===== config.mk =====
export PLATFORM = sky130hd
export DESIGN_NAME = qpt_rot_cell
export DESIGN_NICKNAME = d
export VERILOG_FILES = /design/src/qpt_pkg.sv /design/src/qpt_rot_cell.sv
export SDC_FILE = /design/constraint.sdc
export NUM_CORES = 1
export LEC_CHECK = 0
export ABC_CLOCK_PERIOD_IN_PS = 8790
export BUFFER_PORTS_ARGS = -buffer_cell sky130_fd_sc_hd__buf_2
export CAP_MARGIN = 20
export CORE_ASPECT_RATIO = 2
export CORE_MARGIN = 2
export CORE_UTILIZATION = 25
export CTS_CLUSTER_SIZE = 40
export DETAILED_ROUTE_END_ITERATION = 7
export SYNTH_ARGS = -nofsm -noshare
export SYNTH_HDL_FRONTEND = slang
export SYNTH_SLANG_ARGS = --single-unit

===== constraint.sdc =====
create_clock -name clk_i -period 8.79 [get_ports clk_i]
set_input_delay 0.4395 -clock clk_i [delete_from_list [all_inputs] [get_ports clk_i]]
set_output_delay 0.4395 -clock clk_i [all_outputs]
set_load 0.05 [all_outputs]

===== src/qpt_pkg.sv =====
// Package: widths, constants, payload structs and fixed-point helpers for the pose converter.
`timescale 1ns / 1ps

package qpt_pkg;

  localparam int CORDIC_STEPS = 16;
  localparam int FRAC_BITS    = 15;
  localparam int ATAN_TAB_LEN = 24;
  localparam int CIDX_W       = $clog2(ATAN_TAB_LEN);

  localparam int QW   = 16;            // quaternion component
  localparam int PW   = 24;            // position component
  localparam int PRW  = 32;            // 16x16 products
  localparam int SW   = 34;            // doubled sums of products
  localparam int PSW  = 32;            // saturated sine of pitch, Q.30

  localparam int SQ_STEPS = 31;        // radix-4 digits of a 61-bit radicand
  localparam int SIDX_W   = $clog2(SQ_STEPS);
  localparam int SQ_W     = 62;

  localparam int VW = 36;              // vectoring x/y
  localparam int AW = FRAC_BITS + 4;   // angles
  localparam int RW = FRAC_BITS + 3;   // sin/cos and matrix products
  localparam int MW = RW + 1;          // matrix sums

  localparam int Q30_SH  = (FRAC_BITS < 30) ? 30 - FRAC_BITS : 0;
  localparam int Q30_RND = (FRAC_BITS < 30) ? 29 - FRAC_BITS : 0;
  localparam int Q15_RSH = (FRAC_BITS > 15) ? FRAC_BITS - 15 : 0;
  localparam int Q15_RND = (FRAC_BITS > 15) ? FRAC_BITS - 16 : 0;
  localparam int Q15_LSH = (FRAC_BITS < 15) ? 15 - FRAC_BITS : 0;

  localparam logic signed [63:0] PI_Q30      = 64'sd3373259426;
  localparam logic signed [63:0] HALF_PI_Q30 = 64'sd1686629713;
  localparam logic signed [63:0] GAIN_Q30    = 64'sd652032874;

  localparam logic signed [63:0] ATAN_Q30 [ATAN_TAB_LEN] = '{
    64'sd843314856, 64'sd497837829, 64'sd263043836, 64'sd133525158,
    64'sd67021686,  64'sd33543515,  64'sd16775850,  64'sd8388437,
    64'sd4194282,   64'sd2097149,   64'sd1048575,   64'sd524287,
    64'sd262143,    64'sd131071,    64'sd65535,     64'sd32767,
    64'sd16383,     64'sd8191,      64'sd4095,      64'sd2047,
    64'sd1023,      64'sd511,       64'sd255,       64'sd127
  };

  typedef struct packed {
    logic [SQ_W-1:0] rem;
    logic [SQ_W-1:0] root;
  } sq_t;

  typedef struct packed {
    logic signed [VW-1:0] x;
    logic signed [VW-1:0] y;
    logic signed [AW-1:0] z;
    logic                 zero;
  } vec_t;

  typedef struct packed {
    logic signed [RW-1:0] x;
    logic signed [RW-1:0] y;
    logic signed [AW-1:0] th;
    logic                 neg;
  } rot_t;

  // Q.30 to Q.FRAC_BITS, round half up
  function automatic logic signed [63:0] q30_to_f(input logic signed [63:0] v);
    if (FRAC_BITS >= 30) return v;
    return (v + (64'sd1 <<< Q30_RND)) >>> Q30_SH;
  endfunction

  function automatic logic signed [AW-1:0] atan_f(input logic [CIDX_W-1:0] i);
    logic signed [63:0] t;
    if (32'(i) >= ATAN_TAB_LEN) t = '0;
    else t = q30_to_f(ATAN_Q30[i]);
    return AW'(t);
  endfunction

  function automatic logic signed [RW-1:0] fmul(input logic signed [RW-1:0] a,
                                                input logic signed [RW-1:0] b);
    logic signed [2*RW-1:0] p;
    p = a * b + ($signed((2*RW)'(1)) <<< (FRAC_BITS - 1));
    return RW'(p >>> FRAC_BITS);
  endfunction

  function automatic logic signed [15:0] to_q15(input logic signed [MW-1:0] v);
    logic signed [MW+15:0] r;
    r = (MW+16)'(v);
    if (FRAC_BITS > 15) r = (r + ($signed((MW+16)'(1)) <<< Q15_RND)) >>> Q15_RSH;
    else if (FRAC_BITS < 15) r = r <<< Q15_LSH;
    if (r > 32'sd32767) return 16'sh7fff;
    if (r < -32'sd32768) return 16'sh8000;
    return r[15:0];
  endfunction

endpackage


===== src/qpt_rot_cell.sv =====
// One CORDIC rotation micro-rotation (sin/cos).
`timescale 1ns / 1ps

module qpt_rot_cell (
  input  logic                      clk_i,
  input  logic                      en_i,
  input  logic [qpt_pkg::CIDX_W-1:0] idx_i,
  input  qpt_pkg::rot_t             d_i,
  output qpt_pkg::rot_t             q_o
);
  import qpt_pkg::*;

  rot_t                 cell_d, cell_q;
  logic signed [RW-1:0] dx, dy;
  logic signed [AW-1:0] at;

  always_comb begin
    dx     = d_i.y >>> idx_i;
    dy     = d_i.x >>> idx_i;
    at     = atan_f(idx_i);
    cell_d = d_i;
    if (d_i.th >= 0) begin
      cell_d.x  = d_i.x - dx;
      cell_d.y  = d_i.y + dy;
      cell_d.th = d_i.th - at;
    end else begin
      cell_d.x  = d_i.x + dx;
      cell_d.y  = d_i.y - dy;
      cell_d.th = d_i.th + at;
    end
  end

  always_ff @(posedge clk_i) begin
    if (en_i) cell_q <= cell_d;
  end

  assign q_o = cell_q;
endmodule

# Word level (Yosys, flattened, before mapping)
# Memories as Yosys holds them, arrays and structs flattened.
# Index checks and enable logic that the tools add are counted.
# W data, S select, Z words.
[op_classes] n_addsub=7 multipliers=0 div_mod_pow=0 n_lt_le_gt_ge=3 eq_ne=0 n_shift=2 muxes=4 n_bitwise=1 reduce_logical=0
[ops] operator="$mux W34" n=2
[ops] operator="$mux W55" n=1
[ops] operator="$add A18 B18 Y18" n=2
[ops] operator="$sshr A18 B5 Y18" n=2
[ops] operator="$sub A18 B18 Y18" n=2
[ops] operator="$add A34 B16 Y34 const B" n=1
[ops] operator="$add A19 B19 Y19" n=1
[ops] operator="$ge A19 B1 Y1 const B" n=1
[ops] operator="$mux W19" n=1
[ops] operator="$sub A19 B19 Y19" n=1
[ops] operator="$ge A6 B6 Y1 const B" n=1
[ops] operator="$not A5 Y6" n=1
[ops] operator="$ge A5 B5 Y1 const B" n=1
[word_totals] reg_bits=56 latch_bits=0 mem_bits_rw=0 mem_bits_ro=2048 in_bits=63 output_inout_bits=56 elab_cells=22 mem_count=1
[mem_list] memory="(no name shown)" words=32 width=64 rd=1 rd_clocked_by_memory_dff=0 write_ports=0 line_no="qpt_pkg.sv:73" text="else t = q30_to_f(ATAN_Q30[i]);"

# Depth between registers and ports, before layout
[logic_depth] word_depth=8 ltp_mapped=28 depth_no_buf=23

# Least setup slack after synthesis
# No wires, ideal clock.
[synth_path] kind="in2reg" startpoint="in idx_i[0] in the netlist's numbering" endpoint="reg cell_q (netlist bit q_o[19]), data pin" setup_ns=0.266 t_arrival_ns=5.228 t_required_ns=8.524 path_slack_ns=3.295 path_stages=26 path_buffers=5 path_cell_list="buf_6 > buf_12 > buf_6 > buf_4 > inv_2 > ha_1 > clkbuf_1 > mux2i_1 > o21ai_1 > inv_1 > ha_1 > inv_1 > xnor2_1 > a21oi_1 > inv_1 > ha_1 > mux2i_1 > fa_1 > a211o_1 > a21oi_1 > o21ai_0 > a41o_1 > o41ai_1 > o21ai_0 > a311oi_1 > xor2_1"
[synth_lines] item="start: declaration" line_no="qpt_rot_cell.sv:7" text="input logic [qpt_pkg::CIDX_W-1:0] idx_i,"
[synth_lines] item="end signal: assignment" line_no="qpt_rot_cell.sv:34" text="if (en_i) cell_q <= cell_d;"
[synth_lines] item="end: declaration" line_no="qpt_rot_cell.sv:13" text="rot_t cell_d, cell_q;"

==> impl_metrics.json <==
{
  "status": "finished clean",
  "firstDrtPassIters": 7,
  "critPathKind": "input pin to flop",
  "grt_setup_unrepaired": "false",
  "cts.clk_slew.worst_paths_ns": 0.07,
  "slew_violations": 0,
  "drive_gt1_share_pct": 20.94,
  "route.detailed.drc": 0,
  "syn_inst": 847,
  "die_y_um": 252.5,
  "synthesis.area_mm2": 0.007721,
  "cts_setup_buffers": 0,
  "drt-vias-per-instance": 5.384,
  "drt_iter0_markers": 408,
  "synth_fp_nets": 974,
  "clock_tree.root_cell": "clkbuf_16",
  "end_kind": "flop",
  "clockBufferDepth": 2,
  "powerDensity_mw_per_mm2": 175.6,
  "hold_class": "input pin to flop",
  "cp.required_ns": 8.85,
  "dp_hpwl_um": 18880,
  "ys_warn_count": 0,
  "cp-start-kind": "input pin",
  "tns_ns": 0,
  "wire_per_inst_um": 18.62,
  "crit_chain": "buf_2, inv_1, ha_1, mux2i_1, o21ai_1, inv_1, ha_1, nor2b_1, a211oi_1, o21ai_1, o22ai_1, nor4b_2, nand4_1, o21ai_0, xor2_1, ha_1, nand3_1, nand2_1, a41o_1, o41ai_1, o21ai_0, a311oi_1, xor2_1",
  "crit_buf_inv": 3,
  "finalHoldViolations": 0,
  "finalSetupViolCount": 0,
  "largest_reg_flops": 56,
  "synth-edff-count": 56,
  "finalNetCount": 1062,
  "period_minus_slack_ns": 6.660,
  "overflow": 0,
  "cp_slowest_cell": "o41ai_1",
  "grt_max_degree": 57,
  "synthTopCellsByArea": "edfxtp_1 (22%), ha_1 (9.9%), xnor2_1 (6.8%)",
  "start_util_pct": 25.21,
  "cts.hold.buffers_added": 0,
  "clock_sinks": 56,
  "n_fill_cell": 3177,
  "cts_buffers": 5,
  "leakage_nw": 3.473,
  "async_flop_share_pct": 0,
  "ir_drop_v": 0.0001032,
  "fp-row-count": 91,
  "io_pins": 119,
  "synth_top_cell_by_area": "edfxtp_1",
  "cts_tree": "built",
  "ys_types": 91,
  "io_buffers": 118,
  "syn_avg_cell_area_um2": 9.116,
  "cp_slowest_stage_delay_ns": 0.72,
  "yosysSeqAreaShare_pct": 21.78,
  "slew_headroom_pct": 36.59,
  "yosysTopAreaCellShare_pct": 21.78,
  "critPathTopFamily": "compound AO/OA/AOI/OAI gates",
  "gp_congestion": 0.9089,
  "grt_pass1_vias": 6896,
  "layout.cells.most_common": "buf_2",
  "stdcell_count": 1308,
  "synth-seq-cells": 56,
  "period_share_pct": 75.77,
  "coreArea_mm2": 0.03063,
  "tightest_slew_ns": 0.9388,
  "critPathMaxFanout": 43,
  "mostFrequentLayoutCells": "buf_2 (118), nand2_1 (61), ha_1 (61)",
  "grt_usage_pct": 15.02,
  "area_growth_pct": 13.29,
  "wirelength_um": 24350,
  "final_antenna_net_count": 0,
  "timing.fmax_ghz": 0.1501,
  "grt_pass1_wl_um": 38320,
  "cts_resized": 0,
  "ys.flop_type": "edfxtp_1",
  "dieWidth_um": 128.3,
  "worstPathArrival_ns": 6.72,
  "dr_total_vias": 7042,
  "die_area_mm2": 0.03239,
  "diodes": 0,
  "grt_antenna_before_repair": 1,
  "cts_htree_levels": 2,
  "dp.cells": 1300,
  "maxCapViolCount": 0,
  "cpMostUsedCell": "ha_1"
}
layer usage:
| metal | vias to the layer above | wire length (um) | GRT usage (%) |
|---|---|---|---|
| li1 | 3377 | - | - |
| met1 | 3364 | 10660 | 19.97 |
| met2 | 273 | 11530 | 24.77 |
| met3 | 26 | 1600 | 2.646 |
| met4 | 2 | 545 | 4.301 |
| met5 | - | 11 | 0 |
area by class of cell:
type,count,area [um^2],share of cell area (%)
Tap cell,372,465.4,5.321
Timing Repair Buffer,123,628.1,7.181
Sequential cell,56,1682,19.22
Clock buffer,6,128.9,1.473
Inverter,43,161.4,1.845
Multi-Input combinational cell,706,5670,64.83
Clock inverter,2,11.26,0.1287
path summary, 6_finish.rpt:
path                 start                end  slack (ns)  cells past startpoint
setup / recovery  idx_i[1]  q_o[19]$_DFFE_PP_        2.13                     23
hold / removal      d_i[0]   q_o[0]$_DFFE_PP_        0.30                      1
metrics by stage:
step | total power, W | utilization, % | hold WS, ns | worst slack [ns] | cell area [um^2]
global route | 0.001634 | 28.56 | 0.3006 | 1.536 | 8747
CTS | 0.001548 | 28.56 | 0.2902 | 2.209 | 8747
finish | 0.001536 | 28.56 | 0.2971 | 2.130 | 8747
global placement | 0.001317 | 28.10 | 0.6194 | 2.102 | 8607
detailed placement | 0.001328 | 28.10 | 0.6213 | 1.863 | 8607
floorplan | 0.001124 | - | 0.5384 | 3.295 | 7721
kinds of logic after synthesis:
| kind of cell | after synthesis | share of synthesized area [%] |
|---|---|---|
| AOI/OAI and AO/OA | 241 | 22.44 |
| xor gates and xnor gates | 92 | 10.44 |
| adders and majority gates | 64 | 10.66 |
| buffers and inverters | 85 | 4.813 |
| DFF | 56 | 21.78 |
| muxes | 71 | 13.39 |
| and+or+nand+nor | 238 | 16.48 |
cells in the mapped netlist (14+ instances only):
master    number
a21oi_1       49
clkbuf_1      24
nor2b_1       17
o21ai_0       36
nand2_1       61
mux4_2        23
inv_1         41
mux2i_1       29
nor2_1        50
ha_1          61
nor3_1        22
xor2_1        32
xnor2_1       60
edfxtp_1      56
nand2b_1      14
power breakdown:
group	internal [W]	switching, W	leakage (nW)
Combinational	0.000302	0.000615	2.86
Sequential	0.000393	0.0000163	0.548
Clock	0.000105	0.000104	0.0645
Total	0.000800	0.000736	3.47
Power figures use the tool's default switching activity.
