File: src/qpt_pkg.sv
// Package: widths, constants, payload structs and fixed-point helpers for the pose converter.
`timescale 1ns / 1ps

package qpt_pkg;

  localparam int CORDIC_STEPS = 16;
  localparam int FRAC_BITS    = 15;
  localparam int ATAN_TAB_LEN = 24;
  localparam int CIDX_W       = $clog2(ATAN_TAB_LEN);

  localparam int QW   = 16;            // quaternion component
  localparam int PW   = 24;            // position component
  localparam int PRW  = 32;            // 16x16 products
  localparam int SW   = 34;            // doubled sums of products
  localparam int PSW  = 32;            // saturated sine of pitch, Q.30

  localparam int SQ_STEPS = 31;        // radix-4 digits of a 61-bit radicand
  localparam int SIDX_W   = $clog2(SQ_STEPS);
  localparam int SQ_W     = 62;

  localparam int VW = 36;              // vectoring x/y
  localparam int AW = FRAC_BITS + 4;   // angles
  localparam int RW = FRAC_BITS + 3;   // sin/cos and matrix products
  localparam int MW = RW + 1;          // matrix sums

  localparam int Q30_SH  = (FRAC_BITS < 30) ? 30 - FRAC_BITS : 0;
  localparam int Q30_RND = (FRAC_BITS < 30) ? 29 - FRAC_BITS : 0;
  localparam int Q15_RSH = (FRAC_BITS > 15) ? FRAC_BITS - 15 : 0;
  localparam int Q15_RND = (FRAC_BITS > 15) ? FRAC_BITS - 16 : 0;
  localparam int Q15_LSH = (FRAC_BITS < 15) ? 15 - FRAC_BITS : 0;

  localparam logic signed [63:0] PI_Q30      = 64'sd3373259426;
  localparam logic signed [63:0] HALF_PI_Q30 = 64'sd1686629713;
  localparam logic signed [63:0] GAIN_Q30    = 64'sd652032874;

  localparam logic signed [63:0] ATAN_Q30 [ATAN_TAB_LEN] = '{
    64'sd843314856, 64'sd497837829, 64'sd263043836, 64'sd133525158,
    64'sd67021686,  64'sd33543515,  64'sd16775850,  64'sd8388437,
    64'sd4194282,   64'sd2097149,   64'sd1048575,   64'sd524287,
    64'sd262143,    64'sd131071,    64'sd65535,     64'sd32767,
    64'sd16383,     64'sd8191,      64'sd4095,      64'sd2047,
    64'sd1023,      64'sd511,       64'sd255,       64'sd127
  };

  typedef struct packed {
    logic [SQ_W-1:0] rem;
    logic [SQ_W-1:0] root;
  } sq_t;

  typedef struct packed {
    logic signed [VW-1:0] x;
    logic signed [VW-1:0] y;
    logic signed [AW-1:0] z;
    logic                 zero;
  } vec_t;

  typedef struct packed {
    logic signed [RW-1:0] x;
    logic signed [RW-1:0] y;
    logic signed [AW-1:0] th;
    logic                 neg;
  } rot_t;

  // Q.30 to Q.FRAC_BITS, round half up
  function automatic logic signed [63:0] q30_to_f(input logic signed [63:0] v);
    if (FRAC_BITS >= 30) return v;
    return (v + (64'sd1 <<< Q30_RND)) >>> Q30_SH;
  endfunction

  function automatic logic signed [AW-1:0] atan_f(input logic [CIDX_W-1:0] i);
    logic signed [63:0] t;
    if (32'(i) >= ATAN_TAB_LEN) t = '0;
    else t = q30_to_f(ATAN_Q30[i]);
    return AW'(t);
  endfunction

  function automatic logic signed [RW-1:0] fmul(input logic signed [RW-1:0] a,
                                                input logic signed [RW-1:0] b);
    logic signed [2*RW-1:0] p;
    p = a * b + ($signed((2*RW)'(1)) <<< (FRAC_BITS - 1));
    return RW'(p >>> FRAC_BITS);
  endfunction

  function automatic logic signed [15:0] to_q15(input logic signed [MW-1:0] v);
    logic signed [MW+15:0] r;
    r = (MW+16)'(v);
    if (FRAC_BITS > 15) r = (r + ($signed((MW+16)'(1)) <<< Q15_RND)) >>> Q15_RSH;
    else if (FRAC_BITS < 15) r = r <<< Q15_LSH;
    if (r > 32'sd32767) return 16'sh7fff;
    if (r < -32'sd32768) return 16'sh8000;
    return r[15:0];
  endfunction

endpackage

File: src/qpt_vec_cell.sv
// One CORDIC vectoring micro-rotation (atan2).
`timescale 1ns / 1ps

module qpt_vec_cell (
  input  logic                      clk_i,
  input  logic                      en_i,
  input  logic [qpt_pkg::CIDX_W-1:0] idx_i,
  input  qpt_pkg::vec_t             d_i,
  output qpt_pkg::vec_t             q_o
);
  import qpt_pkg::*;

  vec_t                 cell_d, cell_q;
  logic signed [VW-1:0] dx, dy;
  logic signed [AW-1:0] at;

  always_comb begin
    dx     = d_i.y >>> idx_i;
    dy     = d_i.x >>> idx_i;
    at     = atan_f(idx_i);
    cell_d = d_i;
    if (d_i.y > 0) begin
      cell_d.x = d_i.x + dx;
      cell_d.y = d_i.y - dy;
      cell_d.z = d_i.z + at;
    end else begin
      cell_d.x = d_i.x - dx;
      cell_d.y = d_i.y + dy;
      cell_d.z = d_i.z - at;
    end
  end

  always_ff @(posedge clk_i) begin
    if (en_i) cell_q <= cell_d;
  end

  assign q_o = cell_q;
endmodule

File: config.mk
export PLATFORM = sky130hd
export DESIGN_NAME = qpt_vec_cell
export DESIGN_NICKNAME = d
export VERILOG_FILES = /design/src/qpt_pkg.sv /design/src/qpt_vec_cell.sv
export SDC_FILE = /design/constraint.sdc
export NUM_CORES = 1
export LEC_CHECK = 0
export ABC_CLOCK_PERIOD_IN_PS = 19100
export BUFFER_PORTS_ARGS = -buffer_cell sky130_fd_sc_hd__buf_4
export CAP_MARGIN = 20
export CORE_UTILIZATION = 25
export DETAILED_ROUTE_END_ITERATION = 8
export GPL_TIMING_DRIVEN = 0
export PLACE_DENSITY = 0.51
export SLEW_MARGIN = 0
export SYNTH_ARGS = -nofsm -noshare
export SYNTH_HDL_FRONTEND = slang
export SYNTH_SLANG_ARGS = --single-unit
export TNS_END_PERCENT = 20
File: constraint.sdc
create_clock -name clk_i -period 19.1 [get_ports clk_i]
set_input_delay 3.82 -clock clk_i [delete_from_list [all_inputs] [get_ports clk_i]]
set_output_delay 3.82 -clock clk_i [all_outputs]
set_load 0.03 [all_outputs]
Word-level counts from Yosys, hierarchy flattened
Memory sizes are Yosys's and may differ from the RTL's.
Cells that the tools add are included.

storage, ports and cells
  bits in registers = 92
  memory bits (read-only) = 2048
  input port bits = 99
  output and inout port bits = 92
  word-level logic and storage cells = 22
  memories = 1

memory list
  name             words  width  rd ports  clocked after memory_dff  write ports  RTL line       source
  (no name shown)  32     64     1         0                         0            qpt_pkg.sv:73  else t = q30_to_f(ATAN_Q30[i]);

cells by class
  add/sub/neg operators = 7
  magnitude comparators = 3
  shifts and indexed selects = 2
  mux-type cells = 4
  bitwise operators = 1

operators by type and width
  kind                      number
  $mux W91                  1
  $add A36 B36 Y36          2
  $sshr A36 B5 Y36          2
  $sub A36 B36 Y36          2
  $mux W34                  2
  $gt A36 B1 Y1 const B     1
  $add A34 B16 Y34 const B  1
  $add A19 B19 Y19          1
  $mux W19                  1
  $sub A19 B19 Y19          1
  $ge A6 B6 Y1 const B      1
  $not A5 Y6                1
  $ge A5 B5 Y1 const B      1

Logic depth before layout (Yosys ltp)
Gate-level depths: netlist of the first run.

  depth in word-level cells = 8
  gate-level depth with buffers = 28
  depth with buffers taken out = 23

Worst setup path before layout of the first run
Ideal clock, no wire load.

  path type = in2reg
  start = input port idx_i[1] (netlist name)
  end = register cell_q, in the netlist q_o[54], data pin
  library setup time = 0.258 ns
  data arrival time = 9.095 ns
  required time = 18.842 ns
  path slack = 9.748 ns
  cell stages on the path = 26
  path buffers = 5
  cell sequence = buf_4 > buf_2 > buf_1 > mux4_1 > nor2b_1 > a221o_1 > a221oi_4 > ha_1 > and2_1 > nand4_1 > or3_1 > buf_6 > nor2_1 > a21oi_1 > xnor2_1 > ha_1 > clkbuf_1 > a21o_1 > a21oi_1 > o21ai_0 > or4_1 > a31o_2 > a221oi_1 > o21bai_1 > a21oi_1 > xnor2_1

RTL lines
  element               RTL line            source
  from (decl)           qpt_vec_cell.sv:7   input logic [qpt_pkg::CIDX_W-1:0] idx_i,
  to (signal assigned)  qpt_vec_cell.sv:34  if (en_i) cell_q <= cell_d;
  to (decl)             qpt_vec_cell.sv:13  vec_t cell_d, cell_q;

==> results of run 1 <==
-- per-layer routing --
metal / share of wire [%] / global-route usage (%)
met2: 44 / 41.8
met3: 8.7 / 6.00
met1: 43 / 36.8
met5: 0.015 / 0
met4: 4.2 / 11.0
-- area by class of cell --
class / count / area [um^2]
inverter: 40 / 150
sequential: 92 / 2760
buffer: 96 / 606
tap: 773 / 967
multi-input combinational: 1428 / 11700
fill: 6309 / 41500
clock inverter: 7 / 90.1
clock buffer: 9 / 225
timing repair buffer: 197 / 1510
-- per-stage QoR --
step                setup slack, ns  hold slack, ns  power (uW)
finish                         7.72            3.60        1430
global route                   7.42            3.59        1510
CTS                            7.85            3.58        1430
detailed placement             7.44            4.00        1220
global placement               6.66            4.00        1210
floorplan                      9.75            3.92         904
-- worst max path at each step --
| stage | to | depth (start not counted) | startpoint |
|---|---|---|---|
| 3_3_place_gp | q_o[90]$_DFFE_PP_ | 22 | idx_i[1] |
| 4_1_cts | q_o[54]$_DFFE_PP_ | 21 | d_i[54] |
| 6_report | q_o[54]$_DFFE_PP_ | 27 | idx_i[1] |
| 3_5_place_dp | q_o[54]$_DFFE_PP_ | 21 | d_i[54] |
| 5_1_grt | q_o[55]$_DFFE_PP_ | 22 | d_i[54] |
| 2_1_floorplan | q_o[54]$_DFFE_PP_ | 26 | idx_i[1] |
-- cells by family after synthesis --
| logic type | count (synthesis) |
|---|---|
| XOR/XNOR | 159 |
| adder cells (fa/ha/maj) | 100 |
| multiplexers | 194 |
| AND/OR/NAND/NOR | 492 |
| buffers and inverters | 136 |
| AO/OA/AOI/OAI | 483 |
| flip-flops | 92 |
-- critical path: stages --
cell	delay, ns
buf_4	0.13
buf_4	0.20
buf_4	0.27
buf_2	0.44
buf_1	0.84
mux4_2	0.74
a32oi_1	0.40
o211a_1	0.33
ha_1	0.20
and2_1	0.17
nand4_1	0.16
or3_1	0.42
buf_6	0.15
nor2_1	0.13
a21oi_1	0.10
xnor2_1	0.38
ha_1	0.30
clkbuf_1	0.18
nand3_1	0.22
nor3_1	0.09
o211a_1	0.18
or4_1	0.54
a31o_2	0.27
a221oi_1	0.45
o21bai_1	0.11
a21oi_1	0.19
xnor2_1	0.09
-- power by group through the flow --
stage	sequential [uW]	clock (uW)	combinational, uW
6_report	323	206	902
2_1_floorplan	444	0	460
4_1_cts	325	214	893
3_3_place_gp	328	0	885
5_1_grt	329	219	958
3_5_place_dp	329	0	889
-- cells in the final DEF, fill, tap and decap left out, drive strengths merged, types with 9 or more instances in the layout --
cell type,Yosys,final
o221ai,9,9
o211ai,23,23
nor2,129,129
o21a,11,11
nand2b,17,17
o21ai,87,87
nand4,15,15
nand3,45,45
mux2,55,55
buf,62,258
nor3,30,30
nand2,128,128
or3,10,10
a31oi,19,19
and2,10,10
clkbuf,34,43
mux4,78,78
nor2b,28,28
edfxtp,92,92
nor3b,12,12
a221oi,12,12
xor2,52,52
xnor2,107,107
and3,18,18
or2,14,14
nor4,14,14
ha,97,97
a21o,32,32
o22ai,16,16
inv,39,40
a211oi,26,26
a21oi,127,127
mux2i,61,61
==> results_dict.tcl, run 1 <==
set metrics [dict create \
    drive_gt1_share_pct 23.9 \
    gp_congestion 1.01 \
    worstHoldStart "d_i[0]" \
    ant_nets 0 \
    min_period_over_period_pct 59.6 \
    largest_reg_flops 92 \
    clockRootBuffer "clkbuf_16" \
    critPathLaunchType "input pin" \
    placed_area_mm2 0.0176 \
    final_util_pct 30.2 \
    whs_endpoint "q_o[0]$_DFFE_PP_" \
    powerDensity_mw_per_mm2 79.6 \
    avgRoutedWirePerCell_um 32.0 \
    synthXorXnorAreaFrac_pct 9.18 \
    setup_viol_count_final 0 \
    grt_pass1_wl_um 117000 \
    synth_seq_cells 92 \
    post-synth-top-area-cell "edfxtp_1" \
    rsz0062_at_grt "no" \
    synth.cells.most_frequent "nand2_1, nor2_1, a21oi_1" \
    final_nets 2063 \
    placedCellCount 2625 \
    dr.pass1.iters 5 \
    maxCapViolations 0 \
    grt_use_total_pct 27.2 \
    synth_edf_count 92 \
    hold_depth 1 \
    synth_cell_types 110 \
    seqPwrFrac_pct 22.6 \
    p_leak_uw 0.00702 \
    cts_resized 0 \
    cp.required_ns 19.24 \
    io_buffers 188 \
    yosys.area_share.simple_pct 16.6 \
    ys.flop_type "edfxtp_1" \
    dp_hpwl_um 68400 \
    synth_top_family_by_area "compound AO/OA/AOI/OAI gates" \
    path_class "in2reg" \
    htreeDepth 3 \
    grt_max_degree 53 \
    cts_buffers 9 \
    end_kind "register" \
    netlist_instances 1656 \
    stdcell_count 2642 \
    min_period_ns 11.38 \
    pwr-share-clk_pct 14.4 \
    syn_nets 1855 \
    finalSetupTns_ns 0 \
    first_global_vias 15300 \
    drt_wl_total_um 84500 \
    p_switching_uw 673 \
    synth-compound-area-share_pct 22.2 \
    cts.path.max_buffers 2 \
    die_y_um 248 \
    slew_headroom_pct 17.7 \
    post_cts_buffers 0 \
    p_comb_share_pct 63.0 \
    via_count 15900 \
    antenna_cells 0 \
    cts.sinks 92 \
    cts_tree "done" \
    finish.instance_area_mm2 0.0180 \
    core_mm2 0.0595 \
    synth_top_area_share_pct 18.2 \
    holdBufCountCts 0 \
    synth_area_per_cell_um2 9.16 \
    status "completed" \
    synth.cell_area_mm2 0.0152 \
    area_delta_synth_final_pct 18.4 \
    finalMaxSlewViolations 0 \
    synthMuxAreaShare_pct 20.4 \
    swShare_pct 47.0 \
    synth_area_leaders "edfxtp_1, mux4_2, ha_1, xnor2_1, a21oi_1" \
    crit_arrival_ns 11.53 \
    path_max_fanout 10 \
    antenna_found_initial 2 \
    via_per_inst 6.01 \
    intPower_uw 758 \
    yosys.area_share.adder_pct 8.40 \
    drc 0 \
    start_util_pct 25.5 \
    ios 191 \
    drt_iter0_drc 1642 \
    hold_viol_final 0 \
    grt.overflow.total 0 \
    yosys_warnings 0 \
    vdd_drop_max_mv 0.0466 \
    row_count 89 \
    clkTransAtPathRegs_ns 0.07 \
    die_w_um 248 \
    ys_seq_area_share_pct 18.2 \
    die_area_mm2 0.0617 \
    tightest_slew_ns 1.23 \
    async_reset_ff_share_pct 0 \
    fmax_mhz 87.9 \
    hold_class "in2reg" \
]
No activity file was read; power rests on OpenSTA's default activity.
==> run 2, diff against run 1 <==
ABC_CLOCK_PERIOD_IN_PS = 10050   (was 19100)
PLACE_DENSITY = 0.52   (was 0.51)
clock period = 10.05 ns   (was 19.1 ns; I/O delays follow)
==> results_dict.tcl, run 2 (synthesized netlist as in run 1, its figures left out) <==
set metrics [dict create \
    dp_hpwl_um 68000 \
    avgRoutedWirePerCell_um 31.8 \
    fmax_mhz 104 \
    io_buffers 188 \
    start_util_pct 25.5 \
    grt_max_degree 55 \
    hold_viol_final 0 \
    setup_viol_count_final 0 \
    die_w_um 248 \
    p_leak_uw 0.00701 \
    cts_buffers 9 \
    grt_pass1_wl_um 117000 \
    antenna_found_initial 0 \
    area_delta_synth_final_pct 18.4 \
    via_count 15900 \
    multi_input_area_mm2 0.0117 \
    placedCellCount 2624 \
    stdcell_count 2641 \
    cts.sinks 92 \
    path_max_fanout 10 \
    final_nets 2061 \
    status "completed" \
    cp.required_ns 10.21 \
    post_cts_buffers 0 \
    drc 0 \
    cts_tree "done" \
    powerDensity_mw_per_mm2 151 \
    ant_nets 0 \
    path_class "in2reg" \
    drt_iter0_drc 1593 \
    htreeDepth 3 \
    largest_reg_flops 92 \
    core_mm2 0.0595 \
    mostFrequentLayoutCell "buf_4" \
    end_kind "register" \
    grt.overflow.total 0 \
    gp_congestion 1.04 \
    drive_gt1_share_pct 23.9 \
    grt_use_total_pct 27.1 \
    fin_total_pwr_uw 2710 \
    die_y_um 248 \
    rsz0062_at_grt "no" \
    hold_class "in2reg" \
    critPathLaunchType "input pin" \
    cts.path.max_buffers 2 \
    first_global_vias 15200 \
    ios 191 \
    maxCapViolations 0 \
    vdd_drop_max_mv 0.0648 \
    whs_endpoint "q_o[0]$_DFFE_PP_" \
    worstPathCellList "buf_4 > clkbuf_1 > nor4_1 > nand4_1 > nor3_2 > inv_1 > nand2_1 > clkbuf_1 > buf_1 > a21oi_1 > xor2_1 > ha_1 > clkbuf_1 > a22o_1 > nor3_1 > o2111ai_1 > a21boi_0 > o41a_1 > o21ai_0 > o211a_1 > o21a_1 > nor2_1 > xnor2_1" \
    worstHoldStart "d_i[0]" \
    crit_arrival_ns 9.74 \
    via_per_inst 6.03 \
    cp_slowest_cell "buf_1" \
    drt_wl_total_um 84000 \
    die_area_mm2 0.0617 \
    tightest_slew_ns 1.19 \
    min_period_over_period_pct 95.3 \
    finalMaxSlewViolations 0 \
    dr.pass1.iters 5 \
    hold_depth 1 \
    row_count 89 \
    ff_latch_area_mm2 0.00276 \
    slew_headroom_pct 20.7 \
    layout_common_cells "buf_4, nor2_1, nand2_1, a21oi_1, xnor2_1" \
    fillers 6335 \
    critPathMaxStageDelay_ns 0.92 \
    min_period_ns 9.58 \
    crit_path_frequent_cell "clkbuf_1" \
    clkTransAtPathRegs_ns 0.08 \
    clockRootBuffer "clkbuf_16" \
    holdBufCountCts 0 \
    cts_resized 0 \
]
[run 2: cell count changes in the layout (fill, tap and decap cells not counted), sizes merged]
cell,before,now
buf,258,256
diode,0,1
clkinv,5,3
clkbuf,43,44
inv,40,41
[run 2: stage by stage]
step           worst slack (ns)  utilization [%]  setup TNS [ns]  instance area, um^2  hold WS [ns]
3_5_place_dp              0.277             29.7               0                17600          2.19
5_1_grt                   0.176             30.2               0                18000          1.77
2_1_floorplan              2.51                -               0                15200          2.11
3_3_place_gp             -0.609             29.5           -1.53                17500          2.19
6_report                  0.468             30.2               0                18000          1.79
4_1_cts                   0.707             30.2               0                18000          1.77
[run 2: how the worst max path moves through the flow]
| stage | slack, ns | from | end |
|---|---|---|---|
| after floorplan | 2.51 | idx_i[1] | q_o[54]$_DFFE_PP_ |
| after global placement | -0.61 | idx_i[1] | q_o[90]$_DFFE_PP_ |
| after detailed placement | 0.28 | d_i[54] | q_o[54]$_DFFE_PP_ |
| after CTS | 0.71 | idx_i[1] | q_o[90]$_DFFE_PP_ |
| after global routing | 0.18 | idx_i[1] | q_o[90]$_DFFE_PP_ |
| final | 0.47 | d_i[54] | q_o[90]$_DFFE_PP_ |
[run 2: cell type report]
type	count	share of cell area [%]
Multi-Input combinational cell	1428	64.9
Sequential cell	92	15.4
Timing Repair Buffer	195	8.37
Tap cell	773	5.38
Buffer	96	3.37
Clock buffer	10	1.27
Inverter	40	0.836
Clock inverter	6	0.481
Antenna cell	1	0.0139
[run 2: power breakdown]
group | switching (uW) | internal (uW) | total (uW)
Combinational | 1070 | 640 | 1710
Clock | 169 | 218 | 387
Sequential | 31.8 | 582 | 614
[run 2: critical path, delay by kind of cell]
kind                       cells  cell delay, ns
buffers and inverters          6            2.71
AOI/OAI and AO/OA              8            2.29
and+or+nand+nor                6            2.15
xor gates and xnor gates       2            0.28
adders and majority gates      1            0.28
[run 2: per-layer routing]
layer  up-vias  share of wire (%)  global-route usage [%]
met3       125                8.1                    4.72
met5         -                  0                       0
met4         0                4.2                    11.6
met1      8080                 43                    37.1
li1       6839                  -                       -
met2       872                 44                    41.6
==> run 3, diff against run 2 <==
ABC_CLOCK_PERIOD_IN_PS = 9160   (was 10050)
CORE_ASPECT_RATIO = 1.5   (was unset)
PLACE_DENSITY = 0.51   (was 0.52)
clock period = 9.16 ns   (was 10.05 ns; I/O delays follow)
==> results_dict.tcl, run 3 (synthesized netlist as in run 1, its figures left out) <==
set metrics [dict create \
    cts_buffers 9 \
    ant_nets 0 \
    grt_max_degree 58 \
    crit_path_frequent_cell "a21oi_1" \
    row_count 110 \
    fmax_mhz 111 \
    via_count 15700 \
    dp_slack_ns -0.736 \
    powerDensity_mw_per_mm2 164 \
    rsz0062_at_grt "no" \
    gp_congestion 0.998 \
    io_buffers 188 \
    tightest_slew_ns 1.21 \
    end_kind "register" \
    critPathMaxStageDelay_ns 0.70 \
    fin_total_pwr_uw 2960 \
    core_mm2 0.0600 \
    cts.path.max_buffers 2 \
    crit_cells 21 \
    hold_viol_final 0 \
    crit_arrival_ns 9.15 \
    pwr-share-clk_pct 13.3 \
    path_max_fanout 10 \
    intPower_uw 1540 \
    clockRootBuffer "clkbuf_16" \
    cp.required_ns 9.31 \
    status "completed" \
    antenna_found_initial 0 \
    worstPathCellList "buf_4 > clkbuf_1 > nor4_1 > nand4_1 > nor3_4 > inv_1 > nand2_1 > clkdlybuf4s15_1 > clkbuf_2 > a21oi_1 > fa_1 > a211oi_1 > o211ai_1 > a311o_1 > o211a_1 > or4_1 > a31o_2 > a221oi_1 > o21bai_1 > a21oi_1 > xnor2_1" \
    min_period_ns 9.00 \
    mostFrequentLayoutCell "buf_4" \
    first_global_vias 15400 \
    hold_depth 1 \
    use_met1_pct 32.2 \
    worst_slack_ns 0.161 \
    drt_wl_total_um 88300 \
    min_period_over_period_pct 98.2 \
    placedCellCount 2638 \
    grt_use_total_pct 28.3 \
    grt_pass1_wl_um 121000 \
    dr.pass1.iters 6 \
    die_y_um 304 \
    critPathLaunchType "input pin" \
    largest_reg_flops 92 \
    crit_buf_inv 5 \
    die_area_mm2 0.0617 \
    cts.sinks 92 \
    avgRoutedWirePerCell_um 33.3 \
    ios 191 \
    grt_use_met2_pct 48.3 \
    vdd_drop_max_mv 0.0820 \
    crit_family "compound AO/OA/AOI/OAI gates" \
    grt.overflow.total 0 \
    top_usage_layer "met2" \
    p_comb_share_pct 64.0 \
    maxCapViolations 0 \
    drc 0 \
    htreeDepth 3 \
    start_util_pct 25.3 \
    swShare_pct 48.1 \
    finalSetupTns_ns 0 \
    stdcell_count 2656 \
    area_delta_synth_final_pct 19.0 \
    cp_slowest_cell "nor3_4" \
    finalMaxSlewViolations 0 \
    slew_headroom_pct 19.1 \
    seqPwrFrac_pct 22.7 \
    drive_gt1_share_pct 24.7 \
    clkTransAtPathRegs_ns 0.07 \
    layout_common_cells "buf_4, nand2_1, nor2_1, a21oi_1, xnor2_1" \
    drt_iter0_drc 1292 \
    final_nets 2065 \
    p_switching_uw 1420 \
    via_per_inst 5.92 \
    path_class "in2reg" \
    use_met3_pct 3.78 \
    cts_tree "done" \
    finish.instance_area_mm2 0.0181 \
    p_leak_uw 0.00707 \
    dp_hpwl_um 71300 \
    die_w_um 203 \
    setup_viol_count_final 0 \
    hold_class "in2reg" \
    placed_area_mm2 0.0177 \
]
run 3: worst paths after layout:
path	to	from	slack, ns
hold / removal	q_o[0]$_DFFE_PP_	d_i[0]	1.61
setup / recovery	q_o[54]$_DFFE_PP_	d_i[54]	0.16
run 3: layer usage:
layer	wire length (um)	vias up
met3	4930	235
met5	0	-
met2	43000	797
met1	33200	7847
li1	-	6849
met4	7120	0
run 3: metrics by stage:
stage	util, %	hold WS (ns)
after global routing	30.1	1.59
after detailed placement	29.5	2.02
after global placement	29.3	2.01
after floorplan	-	1.93
after CTS	30.0	1.58
final	30.1	1.61
run 3: cell type report:
cell class | count | area (um^2)
antenna | 1 | 2.50
buffer | 95 | 619
clock buffer | 10 | 229
clock inverter | 6 | 55.1
fill | 6380 | 41900
inverter | 40 | 150
multi-input combinational | 1428 | 11700
sequential | 92 | 2760
tap | 784 | 981
timing repair buffer | 200 | 1570
run 3: power by group through the flow:
| stage | registers (uW) | clock network [uW] | logic [uW] |
|---|---|---|---|
| 2_1_floorplan | 926 | 0 | 958 |
| 3_3_place_gp | 681 | 0 | 1860 |
| 3_5_place_dp | 684 | 0 | 1870 |
| 4_1_cts | 676 | 412 | 1880 |
| 5_1_grt | 686 | 420 | 2010 |
| 6_report | 673 | 393 | 1900 |
run 3: timing repair:
action / 4_1_cts / 5_1_grt
resized for setup: 6 / 10
hold buffers: 0 / 0
setup endpoints to repair: 5 / 6
pin swaps: 0 / 1
buffers inserted: 0 / 2
