$ cat config.mk
export PLATFORM = sky130hd
export DESIGN_NAME = qpt_sqrt_cell
export DESIGN_NICKNAME = d
export VERILOG_FILES = /design/src/qpt_pkg.sv /design/src/qpt_sqrt_cell.sv
export SDC_FILE = /design/constraint.sdc
export NUM_CORES = 1
export LEC_CHECK = 0
export BUFFER_PORTS_ARGS = -buffer_cell sky130_fd_sc_hd__buf_4
export CORE_ASPECT_RATIO = 1.2
export CORE_MARGIN = 2
export CORE_UTILIZATION = 50
export CTS_BUF_LIST = sky130_fd_sc_hd__clkbuf_4
export DETAILED_ROUTE_END_ITERATION = 8
export PLACE_DENSITY = 0.78
export SLEW_MARGIN = 40
export SYNTH_ARGS = -nofsm -noshare
export SYNTH_HDL_FRONTEND = slang
export SYNTH_SLANG_ARGS = --single-unit
export TNS_END_PERCENT = 30
$ cat constraint.sdc
create_clock -name clk_i -period 6.3 [get_ports clk_i]
set_input_delay 0.63 -clock clk_i [delete_from_list [all_inputs] [get_ports clk_i]]
set_output_delay 0.63 -clock clk_i [all_outputs]
set_load 0.02 [all_outputs]
$ cat src/qpt_pkg.sv
// Package: widths, constants, payload structs and fixed-point helpers for the pose converter.
`timescale 1ns / 1ps

package qpt_pkg;

  localparam int CORDIC_STEPS = 16;
  localparam int FRAC_BITS    = 15;
  localparam int ATAN_TAB_LEN = 24;
  localparam int CIDX_W       = $clog2(ATAN_TAB_LEN);

  localparam int QW   = 16;            // quaternion component
  localparam int PW   = 24;            // position component
  localparam int PRW  = 32;            // 16x16 products
  localparam int SW   = 34;            // doubled sums of products
  localparam int PSW  = 32;            // saturated sine of pitch, Q.30

  localparam int SQ_STEPS = 31;        // radix-4 digits of a 61-bit radicand
  localparam int SIDX_W   = $clog2(SQ_STEPS);
  localparam int SQ_W     = 62;

  localparam int VW = 36;              // vectoring x/y
  localparam int AW = FRAC_BITS + 4;   // angles
  localparam int RW = FRAC_BITS + 3;   // sin/cos and matrix products
  localparam int MW = RW + 1;          // matrix sums

  localparam int Q30_SH  = (FRAC_BITS < 30) ? 30 - FRAC_BITS : 0;
  localparam int Q30_RND = (FRAC_BITS < 30) ? 29 - FRAC_BITS : 0;
  localparam int Q15_RSH = (FRAC_BITS > 15) ? FRAC_BITS - 15 : 0;
  localparam int Q15_RND = (FRAC_BITS > 15) ? FRAC_BITS - 16 : 0;
  localparam int Q15_LSH = (FRAC_BITS < 15) ? 15 - FRAC_BITS : 0;

  localparam logic signed [63:0] PI_Q30      = 64'sd3373259426;
  localparam logic signed [63:0] HALF_PI_Q30 = 64'sd1686629713;
  localparam logic signed [63:0] GAIN_Q30    = 64'sd652032874;

  localparam logic signed [63:0] ATAN_Q30 [ATAN_TAB_LEN] = '{
    64'sd843314856, 64'sd497837829, 64'sd263043836, 64'sd133525158,
    64'sd67021686,  64'sd33543515,  64'sd16775850,  64'sd8388437,
    64'sd4194282,   64'sd2097149,   64'sd1048575,   64'sd524287,
    64'sd262143,    64'sd131071,    64'sd65535,     64'sd32767,
    64'sd16383,     64'sd8191,      64'sd4095,      64'sd2047,
    64'sd1023,      64'sd511,       64'sd255,       64'sd127
  };

  typedef struct packed {
    logic [SQ_W-1:0] rem;
    logic [SQ_W-1:0] root;
  } sq_t;

  typedef struct packed {
    logic signed [VW-1:0] x;
    logic signed [VW-1:0] y;
    logic signed [AW-1:0] z;
    logic                 zero;
  } vec_t;

  typedef struct packed {
    logic signed [RW-1:0] x;
    logic signed [RW-1:0] y;
    logic signed [AW-1:0] th;
    logic                 neg;
  } rot_t;

  // Q.30 to Q.FRAC_BITS, round half up
  function automatic logic signed [63:0] q30_to_f(input logic signed [63:0] v);
    if (FRAC_BITS >= 30) return v;
    return (v + (64'sd1 <<< Q30_RND)) >>> Q30_SH;
  endfunction

  function automatic logic signed [AW-1:0] atan_f(input logic [CIDX_W-1:0] i);
    logic signed [63:0] t;
    if (32'(i) >= ATAN_TAB_LEN) t = '0;
    else t = q30_to_f(ATAN_Q30[i]);
    return AW'(t);
  endfunction

  function automatic logic signed [RW-1:0] fmul(input logic signed [RW-1:0] a,
                                                input logic signed [RW-1:0] b);
    logic signed [2*RW-1:0] p;
    p = a * b + ($signed((2*RW)'(1)) <<< (FRAC_BITS - 1));
    return RW'(p >>> FRAC_BITS);
  endfunction

  function automatic logic signed [15:0] to_q15(input logic signed [MW-1:0] v);
    logic signed [MW+15:0] r;
    r = (MW+16)'(v);
    if (FRAC_BITS > 15) r = (r + ($signed((MW+16)'(1)) <<< Q15_RND)) >>> Q15_RSH;
    else if (FRAC_BITS < 15) r = r <<< Q15_LSH;
    if (r > 32'sd32767) return 16'sh7fff;
    if (r < -32'sd32768) return 16'sh8000;
    return r[15:0];
  endfunction

endpackage

$ cat src/qpt_sqrt_cell.sv
// One radix-4 digit of the pipelined integer square root.
`timescale 1ns / 1ps

module qpt_sqrt_cell (
  input  logic                      clk_i,
  input  logic                      en_i,
  input  logic [qpt_pkg::SIDX_W-1:0] idx_i,
  input  qpt_pkg::sq_t              d_i,
  output qpt_pkg::sq_t              q_o
);
  import qpt_pkg::*;

  sq_t             cell_d, cell_q;
  logic [SQ_W-1:0] bitv;
  logic [SQ_W-1:0] trial;

  always_comb begin
    bitv   = SQ_W'(1) << {idx_i, 1'b0};
    trial  = d_i.root + bitv;
    cell_d = d_i;
    if (d_i.rem >= trial) begin
      cell_d.rem  = d_i.rem - trial;
      cell_d.root = (d_i.root >> 1) + bitv;
    end else begin
      cell_d.root = d_i.root >> 1;
    end
  end

  always_ff @(posedge clk_i) begin
    if (en_i) cell_q <= cell_d;
  end

  assign q_o = cell_q;
endmodule

# Word level (Yosys, flattened, before mapping)
# Cells that the tools add are included.
# W data, S select, Z words.
# classes
addsub	3
magnitude_cmp	1
shift	1
n_mux	2
# op_table
op	count
$add A61 B62 Y62	1
$add A62 B62 Y62	1
$ge A62 B62 Y1	1
$mux W62	1
$shl A1 B6 Y62 const A	1
$sub A62 B62 Y62	1
$mux W61	1
# totals
word_cells	10
ff_bits	124

# Logic depth before layout (Yosys ltp)
# Gate-level depths: netlist of the first run.
# depth
word_depth	4
depth_mapped	32

# Worst setup path before layout of the first run
# Ideal clock, no wire load.
# synth_timing
path_type	input-to-reg
from	input port idx_i[2] (netlist name)
to	register cell_q (netlist bit q_o[23]) (data pin)
path_buffers	7
path_slack_ns	-0.242
t_required_ns	6.042
t_arrival_ns	6.285
cell_stages	30
path_cell_list	buf_2 or2_1 buf_2 buf_2 nor2_1 ha_1 ha_1 nor2_1 o31ai_1 o2bb2ai_1 o21a_1 a41oi_1 o31a_1 o41a_1 nor2b_1 o21ai_0 xor2_1 ha_1 clkbuf_1 a21o_1 a21o_1 a21oi_1 o21bai_1 a311o_1 a211oi_1 clkbuf_1 buf_2 buf_2 nor2_1 xnor2_1
# synth_lines
item	line	rtl
start, declared	qpt_sqrt_cell.sv:7	input logic [qpt_pkg::SIDX_W-1:0] idx_i,
end signal, assigned	qpt_sqrt_cell.sv:30	if (en_i) cell_q <= cell_d;
end, declared	qpt_sqrt_cell.sv:13	sq_t cell_d, cell_q;

==> impl_metrics.py, run 1 <==
metrics = {
    "setup_path": {
        "path_max_fanout": 5,
        "worstPathArrival_ns": 6.27,
        "crit_type": "in2reg",
        "cp_data_required_time_ns": 6.66,
        "crit_path_end_kind": "register",
        "worstSetupStartpointType": "primary input",
    },
    "power_and_ir_drop": {
        "power_w": 0.00314,
        "p_leak_nw": 7.70,
        "vdd_drop_max_uv": 116,
        "powerDensity_nw_per_um2": 174,
    },
    "synthesis": {
        "muxShareOfSynthArea": 0.00776,
        "ys_types": 90,
        "synth_fp_nets": 1981,
        "synthTopCellsByArea": "edfxtp_1, ha_1, xnor2_1",
        "synth-seq-area-share": 0.265,
        "synth_fa_ha_area_frac": 0.0988,
        "synth_compound_area_frac": 0.267,
        "synth_top_family_by_area": "compound AO/OA/AOI/OAI gates",
        "synth_top_area_frac": 0.265,
        "synth-edff-count": 124,
        "synth_xor_area_frac": 0.117,
        "synth_area_um2": 14000,
        "async_flop_share": 0,
        "synth_seq_cells": 124,
        "yosysWarnings": 0,
        "netlist_instances": 1743,
        "syn_area_per_cell_um2": 8.05,
        "synthFlopType": "edfxtp_1",
        "yosys.area_share.simple": 0.206,
        "synth_top_area_cell": "edfxtp_1",
    },
    "global_routing": {
        "grt_pass1_wl_mm": 76.2,
        "grt-ovfl-total": 0,
        "grt_max_degree": 64,
        "grt_pass1_vias": 15000,
        "antenna_found_initial": 1,
        "track_usage": 0.328,
    },
    "place": {
        "portBuffers": 254,
        "dp_hpwl_mm": 39.9,
        "globalplace.congestion": 0.946,
    },
    "floorplan": {
        "rows": 67,
        "core_area_um2": 27700,
        "io_pins": 255,
        "initial_core_util": 0.505,
        "die_height_um": 187,
        "die_w_um": 157,
        "die_area_um2": 29400,
    },
    "clock_network": {
        "cts.hold.buffers_added": 0,
        "clockRootBuffer": "clkbuf_4",
        "cts_buffer_depth": 2,
        "cts_tree": "built",
        "cts_num_sinks": 124,
        "cts_buffers": 17,
        "clk_pin_slew_ns": 0.16,
        "htreeDepth": 4,
    },
    "sta": {
        "fin_crit_ns": 5.90,
        "rsz0062_at_grt": "no",
        "whs_ns": 0.308,
        "slew_headroom": 0.452,
        "fmax_mhz": 169,
        "finalHoldViolCount": 0,
        "finalSetupViolations": 0,
        "worstMarginPinSlew_ns": 0.822,
        "finalCritPeriodShare": 0.937,
        "drv_slew": 0,
    },
    "hold_path": {
        "min-delay-start": "d_i[73]",
        "min_path_cells": 3,
        "hold_path_class": "in2reg",
        "holdPathEnd": "q_o[73]",
    },
    "detailed_routing": {
        "drt-pass1-iter-count": 5,
        "ant_nets": 0,
        "finalWirelength_mm": 48.9,
        "post_drt_wl_per_cell_um": 19.4,
        "vias": 15200,
        "drt-initial-drc-count": 1095,
        "drcViolationCount": 0,
        "viasPerCell": 6.00,
    },
    "final_layout": {
        "fill_cells": 2436,
        "largest_reg_flops": 124,
        "fin_nets": 2372,
        "drive_gt1_frac": 0.245,
        "syn_to_final_growth_pct": 28.2,
    },
    "flow_run": {
        "max_cap_viol_count": 0,
    },
    "run_status": {
        "status": "finished clean",
    },
}
area by class of cell:
class | count | area (um2) | share of cell area
Clock buffer | 17 | 128 | 0.00710
Timing Repair Buffer | 460 | 3520 | 0.196
Multi-Input combinational cell | 1487 | 9800 | 0.545
Clock inverter | 14 | 169 | 0.00939
Antenna cell | 1 | 2.50 | 0.000139
Inverter | 44 | 165 | 0.00919
Tap cell | 379 | 474 | 0.0264
Sequential cell | 124 | 3720 | 0.207
kinds of logic (layout without fill, tap and decap cells):
kind of cell,count (synthesis),after routing
simple gates,602,602
xor+xnor,187,187
buf+inv,132,535
fa+ha+maj,111,111
mux,10,10
compound gates,577,577
flops,124,124
other cells,0,1
report_power, final:
group / switching (W) / internal, W
Sequential: 0.0000367 / 0.00104
Clock: 0.000374 / 0.000273
Combinational: 0.000808 / 0.000598
synthesized netlist by cell type (all sizes together), types with 15 or more instances:
library cell / count
nand2: 202
o21ai: 162
nor2: 151
a21oi: 135
edfxtp: 124
ha: 106
xnor2: 96
xor2: 91
clkbuf: 61
a21o: 46
inv: 43
nand4: 41
a31oi: 37
nor3: 32
o21bai: 30
nand3: 29
buf: 27
and3: 26
and2: 24
nand2b: 24
a211oi: 16
nor2b: 15
o31ai: 15
critical path, cell delays in order:
cell	delay [ns]
buf_4	0.12
or3_1	0.45
nor2_1	0.20
ha_1	0.21
ha_1	0.19
nor2_1	0.05
o31ai_1	0.26
o2bb2ai_2	0.16
a211oi_1	0.09
buf_4	0.16
o41ai_4	0.43
a31oi_1	0.23
o31ai_1	0.35
buf_4	0.18
xnor2_1	0.05
buf_4	0.15
ha_1	0.36
nand2_1	0.10
nor2_1	0.12
and3_1	0.18
and2_1	0.19
nand4_1	0.14
o31ai_1	0.25
buf_4	0.17
a211oi_4	0.06
buf_4	0.16
or4_1	0.50
o311a_1	0.14
metrics by stage:
| step | cell area (um2) | setup TNS, ns | cells | utilization | setup WS (ns) |
|---|---|---|---|---|---|
| final | 18000 | 0 | 2526 | 0.648 | 0.396 |
| after global routing | 18000 | 0 | 2526 | 0.648 | 0.0160 |
| after CTS | 17900 | 0 | 2523 | 0.647 | 0.376 |
| after detailed placement | 17600 | -15.70 | 2492 | 0.636 | -0.242 |
| after global placement | 17600 | -14.81 | 2492 | 0.636 | -0.196 |
| after floorplan | 14000 | -0.153 | 1743 | - | -0.00794 |
worst max-delay path by stage:
stage / start / to / slack (ns) / cells past startpoint
final: idx_i[1] / q_o[57] / 0.40 / 28
after global routing: idx_i[1] / q_o[57] / 0.02 / 28
after CTS: idx_i[1] / q_o[85] / 0.38 / 25
after detailed placement: idx_i[1] / q_o[79] / -0.24 / 25
after global placement: idx_i[1] / q_o[98] / -0.20 / 26
after floorplan: idx_i[2] / q_o[54] / -0.008 / 30
layer usage:
| layer | vias to the layer above | track usage | wire length, um | part of all wire |
|---|---|---|---|---|
| met5 | - | 0 | 0 | 0 |
| met4 | 0 | 0.186 | 2710 | 0.055 |
| met3 | 150 | 0.0394 | 2850 | 0.058 |
| met2 | 643 | 0.587 | 24700 | 0.50 |
| met1 | 7086 | 0.372 | 18700 | 0.38 |
| li1 | 7280 | - | - | - |
what timing repair did:
item	in CTS	in global routing
setup endpoints to repair	0	58
buffers inserted	0	2
resized for setup	0	3
cells in the final DEF (no fill, tap or decap), types with 8 or more instances in the layout:
cell      netlist  layout
nor3_1         31      31
a21oi_1       135     134
a31oi_1        37      37
and4_1          9       9
a21boi_0        9       9
nor2_1        151     151
a31o_2          8       8
nand3_1        29      29
xor2_1         91      91
nor2b_1        15      15
or3_1          11      11
o31ai_1        15      15
and3_1         26      26
nand2b_1       24      24
o21bai_1       30      30
a21o_1         46      46
nand2_1       202     202
buf_4           0     454
and2_1         23      23
nand4_1        41      41
ha_1          106     106
inv_1          43      43
o21ai_0       159     158
xnor2_1        96      96
o211ai_1       13      13
edfxtp_1      124     124
clkbuf_4        0      17
a211oi_1       15      14
o22ai_1         8       8
a221oi_1        8       8
Power figures use the tool's default switching activity.
==> inputs of run 2 (changes only) <==
Settings changed: PLACE_DENSITY 0.78 to not set, PLACE_DENSITY_LB_ADDON set to 0.12.
==> run 2 against run 1 <==
  * Clock power shrank 15%
  * Cell count grew 1.2%
  * Total power shrank 2.1%
  * Utilization grew 0.49 points
  * Sequential cell count is the same
  * Via count is essentially flat
  * Non-clock buffer count grew 29
  * Worst hold slack gained 0.0065 ns
  * Die area is the same
  * Sequential power is essentially flat
  * Count of clock-buffer cells in the layout is the same
==> impl_metrics.py, run 2 (synthesized netlist as in run 1, its figures left out) <==
metrics = {
    "detailed_routing": {
        "viasPerCell": 5.93,
        "drt-initial-drc-count": 1290,
        "drcViolationCount": 0,
        "ant_nets": 0,
        "finalWirelength_mm": 50.2,
        "drt-pass1-iter-count": 6,
        "post_drt_wl_per_cell_um": 19.7,
        "vias": 15100,
    },
    "setup_path": {
        "worstSetupStartpointType": "primary input",
        "worstPathArrival_ns": 6.32,
        "crit_type": "in2reg",
        "slowest_delay_ns": 0.55,
        "path_max_fanout": 28,
        "cp_num_buf_inv": 3,
        "crit_family": "compound AO/OA/AOI/OAI gates",
        "crit_slowest_cell": "a211oi_4",
        "crit_chain": "buf_4 > or3b_1 > nor2_1 > ha_1 > a31oi_1 > buf_4 > o22ai_1 > o211a_1 > o21a_1 > a41oi_1 > o31a_1 > o41a_1 > nor2b_1 > o21ai_0 > xor2_1 > ha_1 > a21o_1 > a21o_1 > a21oi_1 > o21bai_1 > a311o_1 > a211oi_4 > buf_12 > o21ai_0",
        "crit_path_end_kind": "register",
        "cp_data_required_time_ns": 6.56,
    },
    "sta": {
        "fin_crit_ns": 6.05,
        "finalSetupViolations": 0,
        "rsz0062_at_grt": "no",
        "worstMarginPinSlew_ns": 0.760,
        "finalCritPeriodShare": 0.961,
        "fmax_mhz": 165,
        "drv_slew": 0,
        "slew_headroom": 0.489,
        "whs_ns": 0.314,
        "finalHoldViolCount": 0,
    },
    "place": {
        "dpl.cell_count": 2523,
        "placed_area_um2": 17900,
        "dp_hpwl_mm": 41.5,
        "globalplace.congestion": 0.983,
        "portBuffers": 254,
    },
    "floorplan": {
        "initial_core_util": 0.505,
        "die_area_um2": 29400,
        "rows": 67,
        "die_w_um": 157,
        "die_height_um": 187,
        "core_area_um2": 27700,
        "io_pins": 255,
    },
    "global_routing": {
        "grt_max_degree": 58,
        "grt-ovfl-total": 0,
        "antenna_found_initial": 1,
        "track_usage": 0.337,
        "grt_pass1_vias": 14900,
        "grt_pass1_wl_mm": 78.0,
    },
    "clock_network": {
        "cts_num_sinks": 124,
        "clockRootBuffer": "clkbuf_4",
        "cts_buffers": 17,
        "clk_pin_slew_ns": 0.12,
        "cts.hold.buffers_added": 0,
        "cts_tree": "built",
        "htreeDepth": 4,
        "cts_setup_buffers": 0,
        "cts_buffer_depth": 2,
    },
    "final_layout": {
        "final_common_cell": "buf_4",
        "fin_area_um2": 18100,
        "drive_gt1_frac": 0.254,
        "layout_common_cells": "buf_4, nand2_1, o21ai_0",
        "instances_no_fill": 2556,
        "largest_reg_flops": 124,
        "syn_to_final_growth_pct": 29.2,
        "fin_nets": 2401,
        "fill_cells": 2496,
    },
    "power_and_ir_drop": {
        "p_leak_nw": 7.78,
        "powerDensity_nw_per_um2": 169,
        "vdd_drop_max_uv": 150,
    },
    "flow_run": {
        "max_cap_viol_count": 0,
    },
    "hold_path": {
        "hold_path_class": "in2reg",
    },
    "run_status": {
        "status": "finished clean",
    },
}
run 2: cell types whose count changed in the layout (fill, tap and decap cells not counted):
cell	previous run	this run
a21oi_2	1	0
clkinv_1	2	3
bufinv_16	3	1
o41ai_2	0	1
buf_12	5	3
buf_4	454	485
o21ai_1	3	2
clkinv_2	2	3
inv_6	3	1
o41ai_4	1	0
clkinv_4	1	4
a21oi_1	134	135
o21ai_0	158	159
run 2: routing by layer:
metal / track usage / share of wire
met1: 0.379 / 0.38
met4: 0.175 / 0.054
met5: 0 / 0
met3: 0.0429 / 0.048
met2: 0.614 / 0.52
run 2: power breakdown:
group          leakage, nW  switching, W  internal (W)
logic                 6.44      0.000817      0.000613
clock network        0.129      0.000361      0.000193
registers             1.21     0.0000397       0.00104
run 2: path summary, 6_finish.rpt:
path,startpoint,endpoint,slack [ns],cells past startpoint
worst max-delay path,idx_i[4],q_o[100],0.25,24
worst min-delay path,d_i[119],q_o[119],0.31,3
run 2: layout make-up:
| class | count | area, um2 | area share |
|---|---|---|---|
| repair buffers | 489 | 3710 | 0.205 |
| diodes | 1 | 2.50 | 0.000138 |
| well taps | 379 | 474 | 0.0262 |
| flip-flops and latches | 124 | 3720 | 0.206 |
| clock buffers | 17 | 128 | 0.00705 |
| inverters | 44 | 165 | 0.00912 |
| clock inverters | 15 | 126 | 0.00698 |
| multi-input cells | 1487 | 9780 | 0.540 |
run 2: what timing repair did:
item                       in CTS  in global routing
hold endpoints to repair        0                  0
resized for setup               0                  1
setup endpoints to repair       0                 21
run 2: stage by stage:
stage | setup TNS (ns) | setup slack (ns) | power [W] | utilization
6_report | 0 | 0.245 | 0.00307 | 0.653
3_3_place_gp | -13.57 | -0.229 | 0.00250 | 0.643
2_1_floorplan | -0.153 | -0.00794 | 0.00188 | -
5_1_grt | 0 | 0.00432 | 0.00322 | 0.653
4_1_cts | 0 | 0.337 | 0.00307 | 0.653
3_5_place_dp | -23.95 | -0.308 | 0.00252 | 0.643
==> inputs of run 3 (changes only) <==
Settings changed: CAP_MARGIN set to 25, RECOVER_POWER set to 25.
==> run 3 against run 2 <==
  * The flow now finishes with violations (max-capacitance violations, max-slew violations)
  * Combinational power hardly changed
  * Sequential share of layout area hardly changed
  * Setup slack better by 0.012 ns
  * Clock power hardly changed
  * Critical endpoint unchanged
==> impl_metrics.py, run 3 (synthesized netlist as in run 1, its figures left out) <==
metrics = {
    "place": {
        "preCtsSetupSlack_ns": -0.308,
        "portBuffers": 254,
        "globalplace.congestion": 0.983,
        "dp_hpwl_mm": 41.5,
        "placed_area_um2": 17900,
    },
    "floorplan": {
        "io_pins": 255,
        "die_area_um2": 29400,
        "die_w_um": 157,
        "core_area_um2": 27700,
        "rows": 67,
        "initial_core_util": 0.505,
        "die_height_um": 187,
    },
    "sta": {
        "fin_setup_tns_ns": 0,
        "finalSetupViolations": 0,
        "finalHoldViolCount": 0,
        "worstMarginPinSlew_ns": 3.07,
        "fmax_mhz": 165,
        "setup_slack_ns": 0.257,
        "whs_ns": 0.306,
        "drv_slew": 58,
        "slew_headroom": -1.05,
        "fin_crit_ns": 6.04,
        "finalCritPeriodShare": 0.959,
        "rsz0062_at_grt": "no",
    },
    "setup_path": {
        "cp_data_required_time_ns": 6.57,
        "crit_type": "in2reg",
        "crit_path_end_kind": "register",
        "worstSetupStartpointType": "primary input",
        "worstPathArrival_ns": 6.31,
        "path_max_fanout": 28,
    },
    "run_status": {
        "status": "complete, but fails checks",
        "violations": "max-capacitance violations, max-slew violations",
    },
    "final_layout": {
        "syn_to_final_growth_pct": 29.0,
        "layout_common_cells": "buf_4, nand2_1, o21ai_0",
        "final_common_cell": "buf_4",
        "finish.utilization": 0.652,
        "fin_area_um2": 18100,
        "fin_nets": 2401,
        "drive_gt1_frac": 0.253,
        "largest_reg_flops": 124,
    },
    "clock_network": {
        "cts_setup_buffers": 0,
        "cts_buffers": 17,
        "htreeDepth": 4,
        "cts_buffer_depth": 2,
        "clockRootBuffer": "clkbuf_4",
        "clk_pin_slew_ns": 0.13,
        "cts_num_sinks": 124,
        "cts_tree": "built",
    },
    "global_routing": {
        "track_usage": 0.337,
        "grt-ovfl-total": 0,
        "grt_pass1_vias": 14900,
        "grt_max_degree": 58,
        "grt_pass1_wl_mm": 78.0,
        "antenna_found_initial": 1,
    },
    "detailed_routing": {
        "drcViolationCount": 0,
        "viasPerCell": 5.93,
        "finalWirelength_mm": 50.3,
        "ant_nets": 0,
        "post_drt_wl_per_cell_um": 19.7,
        "drt-initial-drc-count": 1313,
        "drt-pass1-iter-count": 6,
        "vias": 15100,
    },
    "power_and_ir_drop": {
        "p_leak_nw": 7.77,
        "powerDensity_nw_per_um2": 170,
        "vdd_drop_max_uv": 148,
    },
    "flow_run": {
        "max_cap_viol_count": 1,
    },
    "hold_path": {
        "hold_path_class": "in2reg",
    },
}
run 3: metal layers:
layer / vias up / global-route usage / share of wire
met2: 575 / 0.614 / 0.52
met5: - / 0 / 0
met1: 7099 / 0.379 / 0.38
met4: 0 / 0.175 / 0.052
li1: 7345 / - / -
met3: 128 / 0.0429 / 0.054
run 3: what timing repair did:
action                     CTS  global route
setup endpoints to repair    0            21
resized for setup            0             1
hold buffers                 0             0
run 3: layout make-up:
cell class,instances,area (um2)
Antenna cell,1,2.50
Clock buffer,17,128
Clock inverter,15,126
Fill cell,2500,9660
Inverter,44,165
Multi-Input combinational cell,1487,9780
Sequential cell,124,3720
Tap cell,379,474
Timing Repair Buffer,489,3690
run 3: final timing paths:
kind                  from  endpoint  slack (ns)  cells past startpoint
setup / recovery  idx_i[4]  q_o[100]        0.26                     24
hold / removal    d_i[119]  q_o[119]        0.31                      3
run 3: metrics by stage:
step / total power (W) / std cells
after detailed placement: 0.00252 / 2523
after global placement: 0.00250 / 2522
after floorplan: 0.00188 / 1743
after global routing: 0.00322 / 2556
final: 0.00307 / 2556
after CTS: 0.00307 / 2555
run 3: where the power goes:
| part | switching, W | leakage, nW | internal, W |
|---|---|---|---|
| Clock | 0.000362 | 0.129 | 0.000193 |
| Sequential | 0.0000397 | 1.21 | 0.00105 |
| Combinational | 0.000816 | 6.43 | 0.000611 |
| Total | 0.00122 | 7.77 | 0.00185 |
run 3: critical path: stages:
cell	delay, ns
buf_4	0.12
or3b_1	0.48
nor2_1	0.18
ha_1	0.29
a31oi_1	0.20
buf_4	0.15
o22ai_1	0.08
o211a_1	0.22
o21a_1	0.13
a41oi_1	0.31
o31a_1	0.23
o41a_1	0.23
nor2b_1	0.06
o21ai_0	0.19
xor2_1	0.32
ha_1	0.31
a21o_1	0.17
a21o_1	0.18
a21oi_1	0.18
o21bai_1	0.10
a311o_1	0.40
a211oi_4	0.55
buf_12	0.28
o21ai_0	0.29
